[src/rtl/core/nearest_point_matcher_top_defines.svh]
// Assertion macros for the nearest point matcher.
// Included by the top level, which checks its own logic; no other dependencies.
`ifndef NEAREST_POINT_MATCHER_TOP_DEFINES_SVH
`define NEAREST_POINT_MATCHER_TOP_DEFINES_SVH
`ifndef SYNTHESIS
`define NPM_ASSERT_IMPLY(label, clk, rst, ante, cons) \
   label: assert property (@(posedge clk) disable iff (rst) (ante) |-> (cons)) \
      else $error("%m: implication check failed");
`define NPM_ASSERT_NEXT(label, clk, rst, ante, cons) \
   label: assert property (@(posedge clk) disable iff (rst) (ante) |=> (cons)) \
      else $error("%m: next-cycle check failed");
`else
`define NPM_ASSERT_IMPLY(label, clk, rst, ante, cons)
`define NPM_ASSERT_NEXT(label, clk, rst, ante, cons)
`endif
`endif

[src/rtl/core/npm_pkg.sv]
// Shared constants, opcodes and the cell control struct of the nearest point matcher.
// No dependencies.
package npm_pkg;

   localparam int TABLE_DEPTH_DEF = 16;
   localparam int COORD_WIDTH_DEF = 16;

   localparam int OP_W   = 2;
   localparam int POS_W  = 16;
   localparam int TAG_W  = 8;
   localparam int DIST_W = 34;
   localparam int LIM_W  = 16;

   localparam logic [OP_W-1:0] OP_CLEAR = 2'd0;
   localparam logic [OP_W-1:0] OP_LOAD  = 2'd1;
   localparam logic [OP_W-1:0] OP_MATCH = 2'd2;

   // Cycles from the last entry leaving the ring until the best entry is final
   localparam int DRAIN_CYCLES = 3;
   localparam int DRAIN_W      = 2;

   typedef struct packed {
      logic clear;
      logic load;
      logic rotate;
      logic remove;
   } cell_ctrl_type;

endpackage

[src/rtl/core/npm_ifs.sv]
// Valid/ready channel interfaces for the request and response beats.
// Depends on npm_pkg.
interface npm_req_if;
   logic                                valid;
   logic                                ready;
   logic [npm_pkg::OP_W-1:0]            opcode;
   logic signed [npm_pkg::POS_W-1:0]    pos_x;
   logic signed [npm_pkg::POS_W-1:0]    pos_y;
   logic signed [npm_pkg::POS_W-1:0]    pos_z;
   logic [npm_pkg::TAG_W-1:0]           point_tag;

   modport source (output valid, opcode, pos_x, pos_y, pos_z, point_tag, input ready);
   modport sink   (input valid, opcode, pos_x, pos_y, pos_z, point_tag, output ready);
endinterface

interface npm_rsp_if;
   logic                                valid;
   logic                                ready;
   logic                                matched;
   logic [npm_pkg::TAG_W-1:0]           match_tag;
   logic [npm_pkg::DIST_W-1:0]          match_dist_sq;

   modport source (output valid, matched, match_tag, match_dist_sq, input ready);
   modport sink   (input valid, matched, match_tag, match_dist_sq, output ready);
endinterface

[src/rtl/core/npm_cell.sv]
// One table cell of the matcher ring: holds a tracked point, its tag and a valid bit.
// Depends on npm_pkg.
module npm_cell #(
   parameter int COORD_WIDTH = npm_pkg::COORD_WIDTH_DEF,
   parameter int IDX_W       = 4,
   parameter int CELL_IDX    = 0,
   parameter bit IS_LAST     = 1'b0
) (
   input  logic                          clock,
   input  logic                          reset,
   input  npm_pkg::cell_ctrl_type        ctrl,
   input  logic [IDX_W-1:0]              load_idx,
   input  logic [IDX_W-1:0]              remove_idx,
   input  logic [COORD_WIDTH-1:0]        load_x,
   input  logic [COORD_WIDTH-1:0]        load_y,
   input  logic [COORD_WIDTH-1:0]        load_z,
   input  logic [npm_pkg::TAG_W-1:0]     load_tag,
   input  logic [COORD_WIDTH-1:0]        nb_x,
   input  logic [COORD_WIDTH-1:0]        nb_y,
   input  logic [COORD_WIDTH-1:0]        nb_z,
   input  logic [npm_pkg::TAG_W-1:0]     nb_tag,
   input  logic                          nb_valid,
   output logic [COORD_WIDTH-1:0]        x,
   output logic [COORD_WIDTH-1:0]        y,
   output logic [COORD_WIDTH-1:0]        z,
   output logic [npm_pkg::TAG_W-1:0]     tag,
   output logic                          valid
);

   localparam logic [IDX_W-1:0] MY_IDX = IDX_W'(CELL_IDX);

   logic [COORD_WIDTH-1:0]    x_ff, x_in;
   logic [COORD_WIDTH-1:0]    y_ff, y_in;
   logic [COORD_WIDTH-1:0]    z_ff, z_in;
   logic [npm_pkg::TAG_W-1:0] tag_ff, tag_in;
   logic                      valid_ff, valid_in;

   always_comb begin
      x_in     = x_ff;
      y_in     = y_ff;
      z_in     = z_ff;
      tag_in   = tag_ff;
      valid_in = valid_ff;
      if (ctrl.clear) begin
         valid_in = 1'b0;
      end else if (ctrl.load && (load_idx == MY_IDX)) begin
         x_in     = load_x;
         y_in     = load_y;
         z_in     = load_z;
         tag_in   = load_tag;
         valid_in = 1'b1;
      end else if (ctrl.rotate) begin
         x_in     = nb_x;
         y_in     = nb_y;
         z_in     = nb_z;
         tag_in   = nb_tag;
         valid_in = nb_valid;
      end else if (ctrl.remove && (MY_IDX >= remove_idx)) begin
         // close the gap: take the entry above, the top cell empties
         if (IS_LAST) begin
            valid_in = 1'b0;
         end else begin
            x_in     = nb_x;
            y_in     = nb_y;
            z_in     = nb_z;
            tag_in   = nb_tag;
            valid_in = nb_valid;
         end
      end
   end

   always_ff @(posedge clock) begin
      x_ff   <= x_in;
      y_ff   <= y_in;
      z_ff   <= z_in;
      tag_ff <= tag_in;
   end

   always_ff @(posedge clock) begin
      if (reset) begin
         valid_ff <= 1'b0;
      end else begin
         valid_ff <= valid_in;
      end
   end

   assign x     = x_ff;
   assign y     = y_ff;
   assign z     = z_ff;
   assign tag   = tag_ff;
   assign valid = valid_ff;

endmodule

[src/rtl/core/npm_dist.sv]
// Squared-distance pipeline and nearest-entry tracker fed from the head of the cell ring.
// Depends on npm_pkg.
module npm_dist #(
   parameter int COORD_WIDTH = npm_pkg::COORD_WIDTH_DEF,
   parameter int IDX_W       = 4
) (
   input  logic                          clock,
   input  logic                          reset,
   input  logic                          start,
   input  logic                          feed_valid,
   input  logic [IDX_W-1:0]              feed_idx,
   input  logic [COORD_WIDTH-1:0]        ent_x,
   input  logic [COORD_WIDTH-1:0]        ent_y,
   input  logic [COORD_WIDTH-1:0]        ent_z,
   input  logic [npm_pkg::TAG_W-1:0]     ent_tag,
   input  logic [COORD_WIDTH-1:0]        pt_x,
   input  logic [COORD_WIDTH-1:0]        pt_y,
   input  logic [COORD_WIDTH-1:0]        pt_z,
   output logic                          found,
   output logic [IDX_W-1:0]              best_idx,
   output logic [npm_pkg::TAG_W-1:0]     best_tag,
   output logic [2*COORD_WIDTH+1:0]      best_dist
);

   localparam int CW = COORD_WIDTH;
   localparam int SW = 2 * CW + 1;
   localparam int DW = 2 * CW + 2;

   // stage 1: differences
   logic                      v1_ff;
   logic signed [CW:0]        dx1_ff, dx1_in;
   logic signed [CW:0]        dy1_ff, dy1_in;
   logic signed [CW:0]        dz1_ff, dz1_in;
   logic [IDX_W-1:0]          idx1_ff;
   logic [npm_pkg::TAG_W-1:0] tag1_ff;
   // stage 2: squares
   logic                      v2_ff;
   logic signed [DW-1:0]      px2, py2, pz2;
   logic [SW-1:0]             sx2_ff, sy2_ff, sz2_ff;
   logic [IDX_W-1:0]          idx2_ff;
   logic [npm_pkg::TAG_W-1:0] tag2_ff;
   // stage 3: sum
   logic                      v3_ff;
   logic [DW-1:0]             sum3_ff, sum3_in;
   logic [IDX_W-1:0]          idx3_ff;
   logic [npm_pkg::TAG_W-1:0] tag3_ff;
   // tracker
   logic                      found_ff;
   logic [IDX_W-1:0]          best_idx_ff;
   logic [npm_pkg::TAG_W-1:0] best_tag_ff;
   logic [DW-1:0]             best_dist_ff;
   logic                      take;

   assign dx1_in = $signed({ent_x[CW-1], ent_x}) - $signed({pt_x[CW-1], pt_x});
   assign dy1_in = $signed({ent_y[CW-1], ent_y}) - $signed({pt_y[CW-1], pt_y});
   assign dz1_in = $signed({ent_z[CW-1], ent_z}) - $signed({pt_z[CW-1], pt_z});

   assign px2 = dx1_ff * dx1_ff;
   assign py2 = dy1_ff * dy1_ff;
   assign pz2 = dz1_ff * dz1_ff;

   assign sum3_in = DW'(sx2_ff) + DW'(sy2_ff) + DW'(sz2_ff);

   // strict less keeps the earliest entry on a tie
   assign take = v3_ff && (!found_ff || (sum3_ff < best_dist_ff));

   always_ff @(posedge clock) begin
      dx1_ff  <= dx1_in;
      dy1_ff  <= dy1_in;
      dz1_ff  <= dz1_in;
      idx1_ff <= feed_idx;
      tag1_ff <= ent_tag;
      sx2_ff  <= px2[SW-1:0];
      sy2_ff  <= py2[SW-1:0];
      sz2_ff  <= pz2[SW-1:0];
      idx2_ff <= idx1_ff;
      tag2_ff <= tag1_ff;
      sum3_ff <= sum3_in;
      idx3_ff <= idx2_ff;
      tag3_ff <= tag2_ff;
      if (take) begin
         best_idx_ff  <= idx3_ff;
         best_tag_ff  <= tag3_ff;
         best_dist_ff <= sum3_ff;
      end
   end

   always_ff @(posedge clock) begin
      if (reset) begin
         v1_ff    <= 1'b0;
         v2_ff    <= 1'b0;
         v3_ff    <= 1'b0;
         found_ff <= 1'b0;
      end else begin
         v1_ff <= feed_valid;
         v2_ff <= v1_ff;
         v3_ff <= v2_ff;
         if (start) begin
            found_ff <= 1'b0;
         end else if (take) begin
            found_ff <= 1'b1;
         end
      end
   end

   assign found     = found_ff;
   assign best_idx  = best_idx_ff;
   assign best_tag  = best_tag_ff;
   assign best_dist = best_dist_ff;

endmodule

[src/rtl/core/nearest_point_matcher_top.sv]
// Top level of the nearest point matcher: control, cell ring and distance pipeline.
// Depends on npm_pkg, npm_ifs, npm_cell, npm_dist and the assertion macro header.
//
// Usage:
//  - req_chan carries one command per beat: clear the table, load a tracked point
//    with its tag, or match a new point against the table.
//  - rsp_chan returns one beat per match: matched flag, tag of the matched entry
//    and the smallest squared distance. Clear and load give no beat.
//  - csr_wen/csr_wdata set the match limit; write only while the block is idle.
//  - Clear and load leave the block idle; the next beat is taken in the next cycle.
//  - A match runs from acceptance to the response beat in steps: the table ring
//    rotates once through the single squared-distance unit, one entry a cycle,
//    then the three-stage pipeline drains and the decide state writes the response
//    and removes the matched entry, if any.
//  - The response sits in an output register; loads and clears are still taken
//    while it waits, and a following match holds in its decide cycle until the
//    receiver takes the previous response.
//  - Reset empties the table, clears the limit and drops any pending response.
`include "nearest_point_matcher_top_defines.svh"
module nearest_point_matcher_top #(
   parameter int TABLE_DEPTH = npm_pkg::TABLE_DEPTH_DEF,
   parameter int COORD_WIDTH = npm_pkg::COORD_WIDTH_DEF
) (
   input  logic                          clock,
   input  logic                          reset,
   npm_req_if.sink                       req_chan,
   npm_rsp_if.source                     rsp_chan,
   input  logic                          csr_wen,
   input  logic [npm_pkg::LIM_W-1:0]     csr_wdata
);

   localparam int IW     = (TABLE_DEPTH > 1) ? $clog2(TABLE_DEPTH) : 1;
   localparam int FW     = $clog2(TABLE_DEPTH + 1);
   localparam int CW     = COORD_WIDTH;
   localparam int DW     = 2 * CW + 2;
   localparam int LW     = 2 * npm_pkg::LIM_W;
   localparam int CMPW   = (DW > LW) ? DW : LW;
   localparam int OUT_DW = npm_pkg::DIST_W;

   typedef enum logic [3:0] {
      S_IDLE   = 4'b0001,
      S_SCAN   = 4'b0010,
      S_DRAIN  = 4'b0100,
      S_DECIDE = 4'b1000
   } state_type;

   state_type                     state_ff, state_in;
   logic [FW-1:0]                 fill_ff, fill_in;
   logic [IW-1:0]                 scan_cnt_ff, scan_cnt_in;
   logic [npm_pkg::DRAIN_W-1:0]   drain_cnt_ff, drain_cnt_in;
   logic [CW-1:0]                 pt_x_ff, pt_y_ff, pt_z_ff;
   logic [LW-1:0]                 lim_ff, lim_in;
   logic                          rsp_valid_ff;
   logic                          rsp_matched_ff;
   logic [npm_pkg::TAG_W-1:0]     rsp_tag_ff;
   logic [OUT_DW-1:0]             rsp_dist_ff;

   logic                          accept;
   logic                          rsp_load;
   logic                          hit;
   logic                          dist_start;
   logic                          feed_valid;
   npm_pkg::cell_ctrl_type        ctrl;
   logic [CW-1:0]                 load_x, load_y, load_z;

   logic [CW-1:0]                 cx   [TABLE_DEPTH];
   logic [CW-1:0]                 cy   [TABLE_DEPTH];
   logic [CW-1:0]                 cz   [TABLE_DEPTH];
   logic [npm_pkg::TAG_W-1:0]     ctag [TABLE_DEPTH];
   logic [TABLE_DEPTH-1:0]        cv;

   logic                          found;
   logic [IW-1:0]                 best_idx;
   logic [npm_pkg::TAG_W-1:0]     best_tag;
   logic [DW-1:0]                 best_dist;

   assign accept         = req_chan.valid && req_chan.ready;
   assign req_chan.ready = (state_ff == S_IDLE);

   assign load_x = CW'($unsigned(req_chan.pos_x));
   assign load_y = CW'($unsigned(req_chan.pos_y));
   assign load_z = CW'($unsigned(req_chan.pos_z));

   assign feed_valid = (state_ff == S_SCAN) && cv[0];
   assign hit        = found && (CMPW'(best_dist) <= CMPW'(lim_ff));
   assign lim_in     = LW'(csr_wdata) * LW'(csr_wdata);

   always_comb begin
      state_in     = state_ff;
      fill_in      = fill_ff;
      scan_cnt_in  = scan_cnt_ff;
      drain_cnt_in = drain_cnt_ff;
      ctrl         = '0;
      dist_start   = 1'b0;
      rsp_load     = 1'b0;
      unique case (state_ff)
         S_IDLE: begin
            if (accept) begin
               unique case (req_chan.opcode)
                  npm_pkg::OP_CLEAR: begin
                     ctrl.clear = 1'b1;
                     fill_in    = '0;
                  end
                  npm_pkg::OP_LOAD: begin
                     // drop the load when the table is full
                     if (fill_ff < FW'(TABLE_DEPTH)) begin
                        ctrl.load = 1'b1;
                        fill_in   = fill_ff + 1'b1;
                     end
                  end
                  npm_pkg::OP_MATCH: begin
                     state_in    = S_SCAN;
                     scan_cnt_in = '0;
                     dist_start  = 1'b1;
                  end
                  default: begin
                  end
               endcase
            end
         end
         S_SCAN: begin
            // one full turn of the ring brings every entry back to its own cell
            ctrl.rotate = 1'b1;
            scan_cnt_in = scan_cnt_ff + 1'b1;
            if (scan_cnt_ff == IW'(TABLE_DEPTH - 1)) begin
               state_in     = S_DRAIN;
               drain_cnt_in = '0;
            end
         end
         S_DRAIN: begin
            drain_cnt_in = drain_cnt_ff + 1'b1;
            if (drain_cnt_ff == npm_pkg::DRAIN_W'(npm_pkg::DRAIN_CYCLES - 1)) begin
               state_in = S_DECIDE;
            end
         end
         S_DECIDE: begin
            // hold until the output register is free
            if (!rsp_valid_ff || rsp_chan.ready) begin
               rsp_load = 1'b1;
               state_in = S_IDLE;
               if (hit) begin
                  ctrl.remove = 1'b1;
                  fill_in     = fill_ff - 1'b1;
               end
            end
         end
         default: begin
            state_in = S_IDLE;
         end
      endcase
   end

   always_ff @(posedge clock) begin
      if (reset) begin
         state_ff     <= S_IDLE;
         fill_ff      <= '0;
         scan_cnt_ff  <= '0;
         drain_cnt_ff <= '0;
         lim_ff       <= '0;
         rsp_valid_ff <= 1'b0;
      end else begin
         state_ff     <= state_in;
         fill_ff      <= fill_in;
         scan_cnt_ff  <= scan_cnt_in;
         drain_cnt_ff <= drain_cnt_in;
         if (csr_wen) begin
            lim_ff <= lim_in;
         end
         if (rsp_load) begin
            rsp_valid_ff <= 1'b1;
         end else if (rsp_chan.ready) begin
            rsp_valid_ff <= 1'b0;
         end
      end
   end

   always_ff @(posedge clock) begin
      if (accept) begin
         pt_x_ff <= load_x;
         pt_y_ff <= load_y;
         pt_z_ff <= load_z;
      end
      if (rsp_load) begin
         rsp_matched_ff <= hit;
         rsp_tag_ff     <= hit ? best_tag : '0;
         rsp_dist_ff    <= found ? OUT_DW'(best_dist) : '0;
      end
   end

   assign rsp_chan.valid         = rsp_valid_ff;
   assign rsp_chan.matched       = rsp_matched_ff;
   assign rsp_chan.match_tag     = rsp_tag_ff;
   assign rsp_chan.match_dist_sq = rsp_dist_ff;

   for (genvar i = 0; i < TABLE_DEPTH; i++) begin : g_cell
      localparam int NB = (i + 1) % TABLE_DEPTH;
      npm_cell #(
         .COORD_WIDTH (CW),
         .IDX_W       (IW),
         .CELL_IDX    (i),
         .IS_LAST     (i == TABLE_DEPTH - 1)
      ) u_cell (
         .clock      (clock),
         .reset      (reset),
         .ctrl       (ctrl),
         .load_idx   (fill_ff[IW-1:0]),
         .remove_idx (best_idx),
         .load_x     (load_x),
         .load_y     (load_y),
         .load_z     (load_z),
         .load_tag   (req_chan.point_tag),
         .nb_x       (cx[NB]),
         .nb_y       (cy[NB]),
         .nb_z       (cz[NB]),
         .nb_tag     (ctag[NB]),
         .nb_valid   (cv[NB]),
         .x          (cx[i]),
         .y          (cy[i]),
         .z          (cz[i]),
         .tag        (ctag[i]),
         .valid      (cv[i])
      );
   end

   npm_dist #(
      .COORD_WIDTH (CW),
      .IDX_W       (IW)
   ) u_dist (
      .clock      (clock),
      .reset      (reset),
      .start      (dist_start),
      .feed_valid (feed_valid),
      .feed_idx   (scan_cnt_ff),
      .ent_x      (cx[0]),
      .ent_y      (cy[0]),
      .ent_z      (cz[0]),
      .ent_tag    (ctag[0]),
      .pt_x       (pt_x_ff),
      .pt_y       (pt_y_ff),
      .pt_z       (pt_z_ff),
      .found      (found),
      .best_idx   (best_idx),
      .best_tag   (best_tag),
      .best_dist  (best_dist)
   );

   `NPM_ASSERT_IMPLY(a_fill_bound, clock, reset, 1'b1, fill_ff <= FW'(TABLE_DEPTH))
   `NPM_ASSERT_IMPLY(a_table_packed, clock, reset, 1'b1, $countones(cv) == int'(fill_ff))
   `NPM_ASSERT_NEXT(a_rsp_from_decide, clock, reset, !rsp_valid_ff && state_ff != S_DECIDE, !rsp_valid_ff)
   `NPM_ASSERT_IMPLY(a_hit_within_limit, clock, reset, rsp_valid_ff && rsp_matched_ff, rsp_dist_ff <= OUT_DW'(lim_ff))

endmodule

[src/flat_wrapper.sv]
// flat-port wrapper written by rule: the top's interface ports become plain ports
module nearest_point_matcher_top_flat 
#(
   parameter int TABLE_DEPTH = npm_pkg::TABLE_DEPTH_DEF,
   parameter int COORD_WIDTH = npm_pkg::COORD_WIDTH_DEF
)
  (clock, reset, csr_wen, csr_wdata, req_chan_valid, req_chan_opcode, req_chan_pos_x, req_chan_pos_y, req_chan_pos_z, req_chan_point_tag, req_chan_ready, rsp_chan_valid, rsp_chan_matched, rsp_chan_match_tag, rsp_chan_match_dist_sq, rsp_chan_ready);
  npm_req_if req_chan_i ();
  npm_rsp_if rsp_chan_i ();
  input  logic clock;
  input  logic reset;
  input  logic csr_wen;
  input  logic [npm_pkg::LIM_W-1:0] csr_wdata;
  input wire logic [$bits(req_chan_i.valid)-1:0] req_chan_valid;
  input wire logic [$bits(req_chan_i.opcode)-1:0] req_chan_opcode;
  input wire logic [$bits(req_chan_i.pos_x)-1:0] req_chan_pos_x;
  input wire logic [$bits(req_chan_i.pos_y)-1:0] req_chan_pos_y;
  input wire logic [$bits(req_chan_i.pos_z)-1:0] req_chan_pos_z;
  input wire logic [$bits(req_chan_i.point_tag)-1:0] req_chan_point_tag;
  output wire logic [$bits(req_chan_i.ready)-1:0] req_chan_ready;
  output wire logic [$bits(rsp_chan_i.valid)-1:0] rsp_chan_valid;
  output wire logic [$bits(rsp_chan_i.matched)-1:0] rsp_chan_matched;
  output wire logic [$bits(rsp_chan_i.match_tag)-1:0] rsp_chan_match_tag;
  output wire logic [$bits(rsp_chan_i.match_dist_sq)-1:0] rsp_chan_match_dist_sq;
  input wire logic [$bits(rsp_chan_i.ready)-1:0] rsp_chan_ready;
  assign req_chan_i.valid = req_chan_valid;
  assign req_chan_i.opcode = req_chan_opcode;
  assign req_chan_i.pos_x = req_chan_pos_x;
  assign req_chan_i.pos_y = req_chan_pos_y;
  assign req_chan_i.pos_z = req_chan_pos_z;
  assign req_chan_i.point_tag = req_chan_point_tag;
  assign req_chan_ready = req_chan_i.ready;
  assign rsp_chan_valid = rsp_chan_i.valid;
  assign rsp_chan_matched = rsp_chan_i.matched;
  assign rsp_chan_match_tag = rsp_chan_i.match_tag;
  assign rsp_chan_match_dist_sq = rsp_chan_i.match_dist_sq;
  assign rsp_chan_i.ready = rsp_chan_ready;
  nearest_point_matcher_top #(.TABLE_DEPTH(TABLE_DEPTH), .COORD_WIDTH(COORD_WIDTH)) u_core (.clock(clock), .reset(reset), .req_chan(req_chan_i), .rsp_chan(rsp_chan_i), .csr_wen(csr_wen), .csr_wdata(csr_wdata));
endmodule
[config.mk]
export PLATFORM = sky130hd
export DESIGN_NAME = nearest_point_matcher_top_flat
export DESIGN_NICKNAME = d
export VERILOG_FILES = /design/src/rtl/core/npm_pkg.sv /design/src/rtl/core/npm_ifs.sv /design/src/rtl/core/npm_cell.sv /design/src/rtl/core/npm_dist.sv /design/src/rtl/core/nearest_point_matcher_top.sv /design/src/flat_wrapper.sv
export VERILOG_INCLUDE_DIRS = /design/src /design/src/rtl/core
export SDC_FILE = /design/constraint.sdc
export NUM_CORES = 2
export LEC_CHECK = 0
export CAP_MARGIN = 20
export CELL_PAD_IN_SITES_DETAIL_PLACEMENT = 1
export CELL_PAD_IN_SITES_GLOBAL_PLACEMENT = 2
export CORE_UTILIZATION = 25
export DETAILED_ROUTE_END_ITERATION = 8
export DONT_BUFFER_PORTS = 1
export PLACE_DENSITY = 0.58
export REMOVE_ABC_BUFFERS = 1
export SETUP_SLACK_MARGIN = 0.5
export SKIP_CTS_REPAIR_TIMING = 1
export SLEW_MARGIN = 20
export SYNTH_ARGS = -nofsm -noshare
export SYNTH_HDL_FRONTEND = slang
export SYNTH_SLANG_ARGS = --single-unit
[constraint.sdc]
create_clock -name clock -period 9.6 [get_ports clock]
set_input_delay 0.96 -clock clock [delete_from_list [all_inputs] [get_ports clock]]
set_output_delay 0.96 -clock clock [all_outputs]
set_load 0.005 [all_outputs]
# Word-level counts from Yosys, hierarchy flattened
# Cells that the tools add are included.
# totals
ff_bits	1321
in_bits	79
output_inout_bits	45
elab_cells	530
# classes
addsub	9
n_mul	4
magnitude_cmp	19
eq_ne	31
muxes	269
n_bitwise	1
n_reduce_logical	85
# op_table
op	count
$mux 16	141
$mux 8	47
$mul 17x17->33	3
$mux 1	62
$sub 16x16->17	3
$reduce_bool 3->1	16
$eq 4x4->1 const B	10
$logic_and 1x1->1	36
$add 33x33->34	1
$add 34x33->34	1
$le 34x32->1	1
$lt 34x34->1	1
$reduce_and 2->1	17
$ge 4x4->1 const A	8
$mul 16x16->32	1
$mux 4	7
$eq 4x3->1 const B	5
$mux 5	4
$pmux 5 s2	2
$ge 3x4->1 const A	4
$pmux 4 s4	1
$eq 4x2->1 const B	3
$reduce_bool 2->1	5
$eq 4x1->1 const B	2
24 further kinds	37

# Logic depth before layout (Yosys ltp)
# depth
depth_word	9
ltp_mapped	26
ltp_nobuf	25

# Hierarchy
# From an unflattened synthesis, not the netlist that was laid out.
# unflattened
hier_cells	7419
hier_area_um2	93134.3
# modules_own_cells
mod	n_inst	cells_each	area_per_inst_um2	seq_area_each_um2
npm_dist	1	4020	39510.4	5805.6
nearest_point_matcher_top	1	1346	13412.9	3673.5
npm_cell at u_core.g_cell[10].u_cell ...	2	128	2518.7	1701.6
npm_cell at u_core.g_cell[1].u_cell ...	2	127	2507.4	1701.6
npm_cell at u_core.g_cell[4].u_cell	1	131	2528.7	1701.6
npm_cell at u_core.g_cell[6].u_cell	1	130	2526.2	1701.6
npm_cell at u_core.g_cell[2].u_cell	1	130	2524.9	1701.6
npm_cell at u_core.g_cell[13].u_cell	1	129	2522.4	1701.6
npm_cell at u_core.g_cell[14].u_cell	1	129	2519.9	1701.6
npm_cell at u_core.g_cell[9].u_cell	1	128	2517.4	1701.6
npm_cell at u_core.g_cell[0].u_cell	1	130	2513.7	1701.6
npm_cell at u_core.g_cell[11].u_cell	1	127	2508.7	1701.6
npm_cell at u_core.g_cell[12].u_cell	1	129	2506.2	1701.6
npm_cell at u_core.g_cell[5].u_cell	1	127	2503.7	1701.6
2 more rows	-	-	-	-

# Least setup slack after synthesis
# Ideal clock, no wire load.
# synth_path
path_type	input-to-reg
start	input csr_wdata[1] (netlist bit)
end	register u_core.lim_ff[29]
setup_ps	136
arrival_time_ps	6483
required_time_ps	9464
setup_slack_ps	2981
path_stages	23
n_path_buf	2
cell_sequence	clkbuf_1 -> clkbuf_1 -> nand2_1 -> fa_1 -> fa_1 -> inv_1 -> fa_1 -> fa_1 -> fa_1 -> inv_1 -> fa_1 -> inv_1 -> ha_1 -> or2_2 -> o22a_1 -> nand2_1 -> o21a_1 -> o21ai_2 -> a221oi_1 -> o21bai_1 -> a21oi_1 -> mux2i_1 -> o31ai_1
# synth_between
elab_chain_cells	1
# synth_rtl
item	line_no	source
start, declared	flat_wrapper.sv:13	input logic [npm_pkg::LIM_W-1:0] csr_wdata;
$mul 16x16->32	nearest_point_matcher_top.sv:86	assign lim_in = LW'(csr_wdata) * LW'(csr_wdata);
end signal, assigned	nearest_point_matcher_top.sv:167	lim_ff <= lim_in;
end, declared	nearest_point_matcher_top.sv:52	logic [LW-1:0] lim_ff, lim_in;
# Every way passes these cells.
# A chain may end at the register's enable or synchronous reset.

# Worst setup path after layout
# layout_path
start	register u_core.u_dist.dx1_ff[1]
end	register u_core.u_dist.sx2_ff[30]
# layout_between
elab_chain_cells	1
# layout_rtl
item	line_no	source
start, declared	npm_dist.sv:31	logic signed [CW:0] dx1_ff, dx1_in;
start signal, assigned	npm_dist.sv:68	dx1_ff <= dx1_in;
$mul 17x17->33	npm_dist.sv:58	assign px2 = dx1_ff * dx1_ff;
via u_core.u_dist.px2[30]	npm_dist.sv:38	logic signed [DW-1:0] px2, py2, pz2;
end signal, assigned	npm_dist.sv:73	sx2_ff <= px2[SW-1:0];
end, declared	npm_dist.sv:39	logic [SW-1:0] sx2_ff, sy2_ff, sz2_ff;
# The timed path passes the listed nets, and every way through them passes these cells.

==> summary.txt <==
Global route
  • Vias in the first global route: 60079
  • Number of antenna violations at the first check in global routing: 17
  • First-pass GRT wire length: 387.7 mm
  • GRT Overall Usage: 13.97%
  • Remaining global-route overflow: 0
  • Largest net degree at the start of global routing: 52

Timing
  • Max Fclk: 0.1403 GHz
  • Final critical path time including I/O delays and setup: 7.129 ns
  • Max-slew violation count: 0
  • Endpoints failing setup: 0
  • Final Hold Vio Count: 0
  • Sum Neg Setup Slack: 0 ns
  • Maximum clock skew at final layout: 0.07870 ns
  • Max-Slew Margin vs Limit: 27.91%
  • RSZ-0062 raised after global routing: false
  • Final worst-path cycle share: 74.26%
  • Least-Margin Pin Slew: 1.081 ns

Final layout
  • Number of fillers in the final layout: 39555
  • Area delta synth->final: 11.83%
  • Fraction of layout instances using a drive strength above 1: 17.29%
  • Number of nets in the finished design: 8862
  • Number of non-filler instances in the completed layout: 12217
  • Final core utilization: 28.06%
  • Cell area after layout: 101700 um^2

Clock tree
  • Maximum level of the CTS H-tree: 4
  • Clock slew seen by the registers of the worst setup and hold paths: 0.07 ns
  • CTS root buf: sky130_fd_sc_hd__clkbuf_16
  • CTS tree: built
  • Clock latency at the later pin of the worst-skew pair: 0.83 ns
  • Num CTS Buffers: 156
  • Sink Count: 1317
  • Longest Clk Path Bufs: 4

Synth
  • Synthesized area per cell: 12.39 um^2
  • Flip-flop cell with the highest count after synthesis: sky130_fd_sc_hd__edfxtp_1
  • Post-synthesis instance area: 90910 um^2
  • Number of instances in the synthesized netlist: 7340
  • Synth unique cells: 86
  • Area share of the largest cell type after synthesis: 34.12%
  • Yosys Warn Count: 0
  • Share of synthesized flip-flops with an asynchronous set or reset: 0%
  • Sequential element share of the synthesized area: 40.38%
  • Most area-consuming cells after synthesis: sky130_fd_sc_hd__edfxtp_1 34%, sky130_fd_sc_hd__fa_1 22%, sky130_fd_sc_hd__mux2_2 11%, sky130_fd_sc_hd__ha_1 6.9%, sky130_fd_sc_hd__dfxtp_1 6.3%
  • EDFF count, synth: 1033
  • Synth area leader: sky130_fd_sc_hd__edfxtp_1
  • Number of storage elements in the synthesis netlist: 1317

Setup path
  • Category of the worst setup path launch point: flip-flop
  • Number of cell instances on the worst register-to-register path: 21
  • Critical path data arrival time: 7.87 ns
  • Peak fanout along the critical path: 16
  • Sort of element at the end of the critical path: flip-flop
  • Data required time of the worst path: 10.34 ns
  • Kind of critical path: flip-flop to flip-flop

Floorplanning
  • Die X: 605.0 um
  • Die area: 366000 um^2
  • Die span in y: 605.0 um
  • Core box area: 362200 um^2
  • Standard-cell row count: 221
  • Top-level I/O count: 124
  • Starting Density: 25.10%

Route
  • Antenna-violating nets left: 0
  • Count of routing violations after the opening detailed-route iteration: 2491
  • Average vias per placed instance: 4.299
  • DR DRC count: 0
  • Number of iterations in the first detailed-routing pass: 5
  • Avg WL per Cell: 20.66 um
  • Routed wire length: 252.5 mm
  • Via count: 52526

Placed design
  • DP HPWL: 176.4 mm
  • Routability Congestion: 0.7730
  • Instance count after placement with tap cells included: 11931
  • Quantity of I/O buffers inserted on ports: 0
  • Placed instance area: 96650 um^2

Worst hold path
  • Hold WC Path Type: input pin to flip-flop
  • Number of cells on the worst hold path: 1

Job
  • Max-cap violations: 0

Status
  • Result of the run: finished, final reports clean
[cells in the mapped netlist (153+ instances only)]
cell type                  number
sky130_fd_sc_hd__a21oi_1      153
sky130_fd_sc_hd__and2_1       249
sky130_fd_sc_hd__clkbuf_1     195
sky130_fd_sc_hd__dfxtp_1      284
sky130_fd_sc_hd__edfxtp_1    1033
sky130_fd_sc_hd__fa_1         984
sky130_fd_sc_hd__ha_1         504
sky130_fd_sc_hd__inv_1       1371
sky130_fd_sc_hd__mux2_2       895
sky130_fd_sc_hd__nand2_1      385
sky130_fd_sc_hd__nor2_1       232
sky130_fd_sc_hd__xnor2_1      175
[layout make-up]
type / count / area (um^2) / share of cell area [%]
flip-flops and latches: 1317 / 36710 / 36.11
clock inverters: 69 / 669.4 / 0.6585
repair buffers: 68 / 510.5 / 0.5022
multi-input cells: 4381 / 48300 / 47.51
inverters: 1371 / 5146 / 5.062
diodes: 1 / 2.502 / 0.002462
well taps: 4794 / 5998 / 5.901
clock buffers: 216 / 4323 / 4.252
[layer usage]
layer  GRT usage (%)  up-vias  share of wire, %
li1                -    24080                 -
met5               0        -                 0
met3           2.536      210               4.4
met4           2.417        0               1.5
met1           18.65    27573                46
met2           23.78      663                48
[sequential cells by signal, indices dropped and copies added (netlist names), 34 cells and up]
name,flops
u_core.g_cell.u_cell.x,256
u_core.g_cell.u_cell.y,256
u_core.g_cell.u_cell.z,256
u_core.g_cell.u_cell.tag,128
u_core.rsp_chan.match_dist_sq,34
u_core.u_dist.best_dist,34
u_core.u_dist.sum3_ff,34
[cell usage in the layout (no fill, tap or decap), drive strengths merged, types with 90 or more instances in the layout]
cell type and count:
a21o 90, a21oi 154, and2 249, clkbuf 216, dfxtp 284, edfxtp 1033, fa 984, ha 504
inv 1384, mux2 895, nand2 385, nor2 232, o21ai 94, xnor2 175
[worst max-delay path: stages, from the launching register on]
cell	delay [ns]
sky130_fd_sc_hd__dfxtp_1	0.95
sky130_fd_sc_hd__inv_1	0.45
sky130_fd_sc_hd__nor2_1	0.36
sky130_fd_sc_hd__fa_1	0.46
sky130_fd_sc_hd__inv_1	0.08
sky130_fd_sc_hd__fa_1	0.40
sky130_fd_sc_hd__inv_1	0.08
sky130_fd_sc_hd__fa_1	0.42
sky130_fd_sc_hd__fa_1	0.46
sky130_fd_sc_hd__fa_1	0.49
sky130_fd_sc_hd__inv_1	0.05
sky130_fd_sc_hd__fa_1	0.47
sky130_fd_sc_hd__inv_1	0.04
sky130_fd_sc_hd__ha_1	0.37
sky130_fd_sc_hd__nand3_1	0.12
sky130_fd_sc_hd__or2_2	0.31
sky130_fd_sc_hd__o21ba_2	0.23
sky130_fd_sc_hd__o31ai_1	0.54
sky130_fd_sc_hd__o41a_1	0.34
sky130_fd_sc_hd__a21o_1	0.14
sky130_fd_sc_hd__a21oi_1	0.07
sky130_fd_sc_hd__xnor2_1	0.19
[metrics by stage]
step,worst slack (ns),hold slack (ns)
3_5_place_dp,2.484,0.3135
2_1_floorplan,3.302,0.3096
4_1_cts,2.488,0.1506
6_report,2.471,0.2166
5_1_grt,2.000,0.1562
3_3_place_gp,2.578,0.3123
[cells by family (layout without fill, tap and decap cells)]
group	after synthesis	after routing	share of synthesized area [%]
flops	1317	1317	40.38
compound gates	557	557	4.157
simple gates	1175	1175	6.326
buf+inv	1644	1724	6.860
xor+xnor	227	227	2.187
other cells	1	4	0.004125
fa+ha+maj	1488	1488	28.61
mux	931	931	11.48
[worst paths after layout]
check             slack (ns)                             start                               end
setup / recovery        2.47   u_core.u_dist.dx1_ff[1]$_DFF_P_  u_core.u_dist.sx2_ff[30]$_DFF_P_
hold / removal          0.22                             reset    u_core.lim_ff[24]$_SDFFE_PP0P_
setup reg to reg        2.47   u_core.u_dist.dx1_ff[1]$_DFF_P_  u_core.u_dist.sx2_ff[30]$_DFF_P_
hold reg to reg         0.33  u_core.u_dist.idx1_ff[2]$_DFF_P_  u_core.u_dist.idx2_ff[2]$_DFF_P_
Power is not shown: default switching activity piles up to over one toggle a cycle in this logic, so the estimate is an artifact.
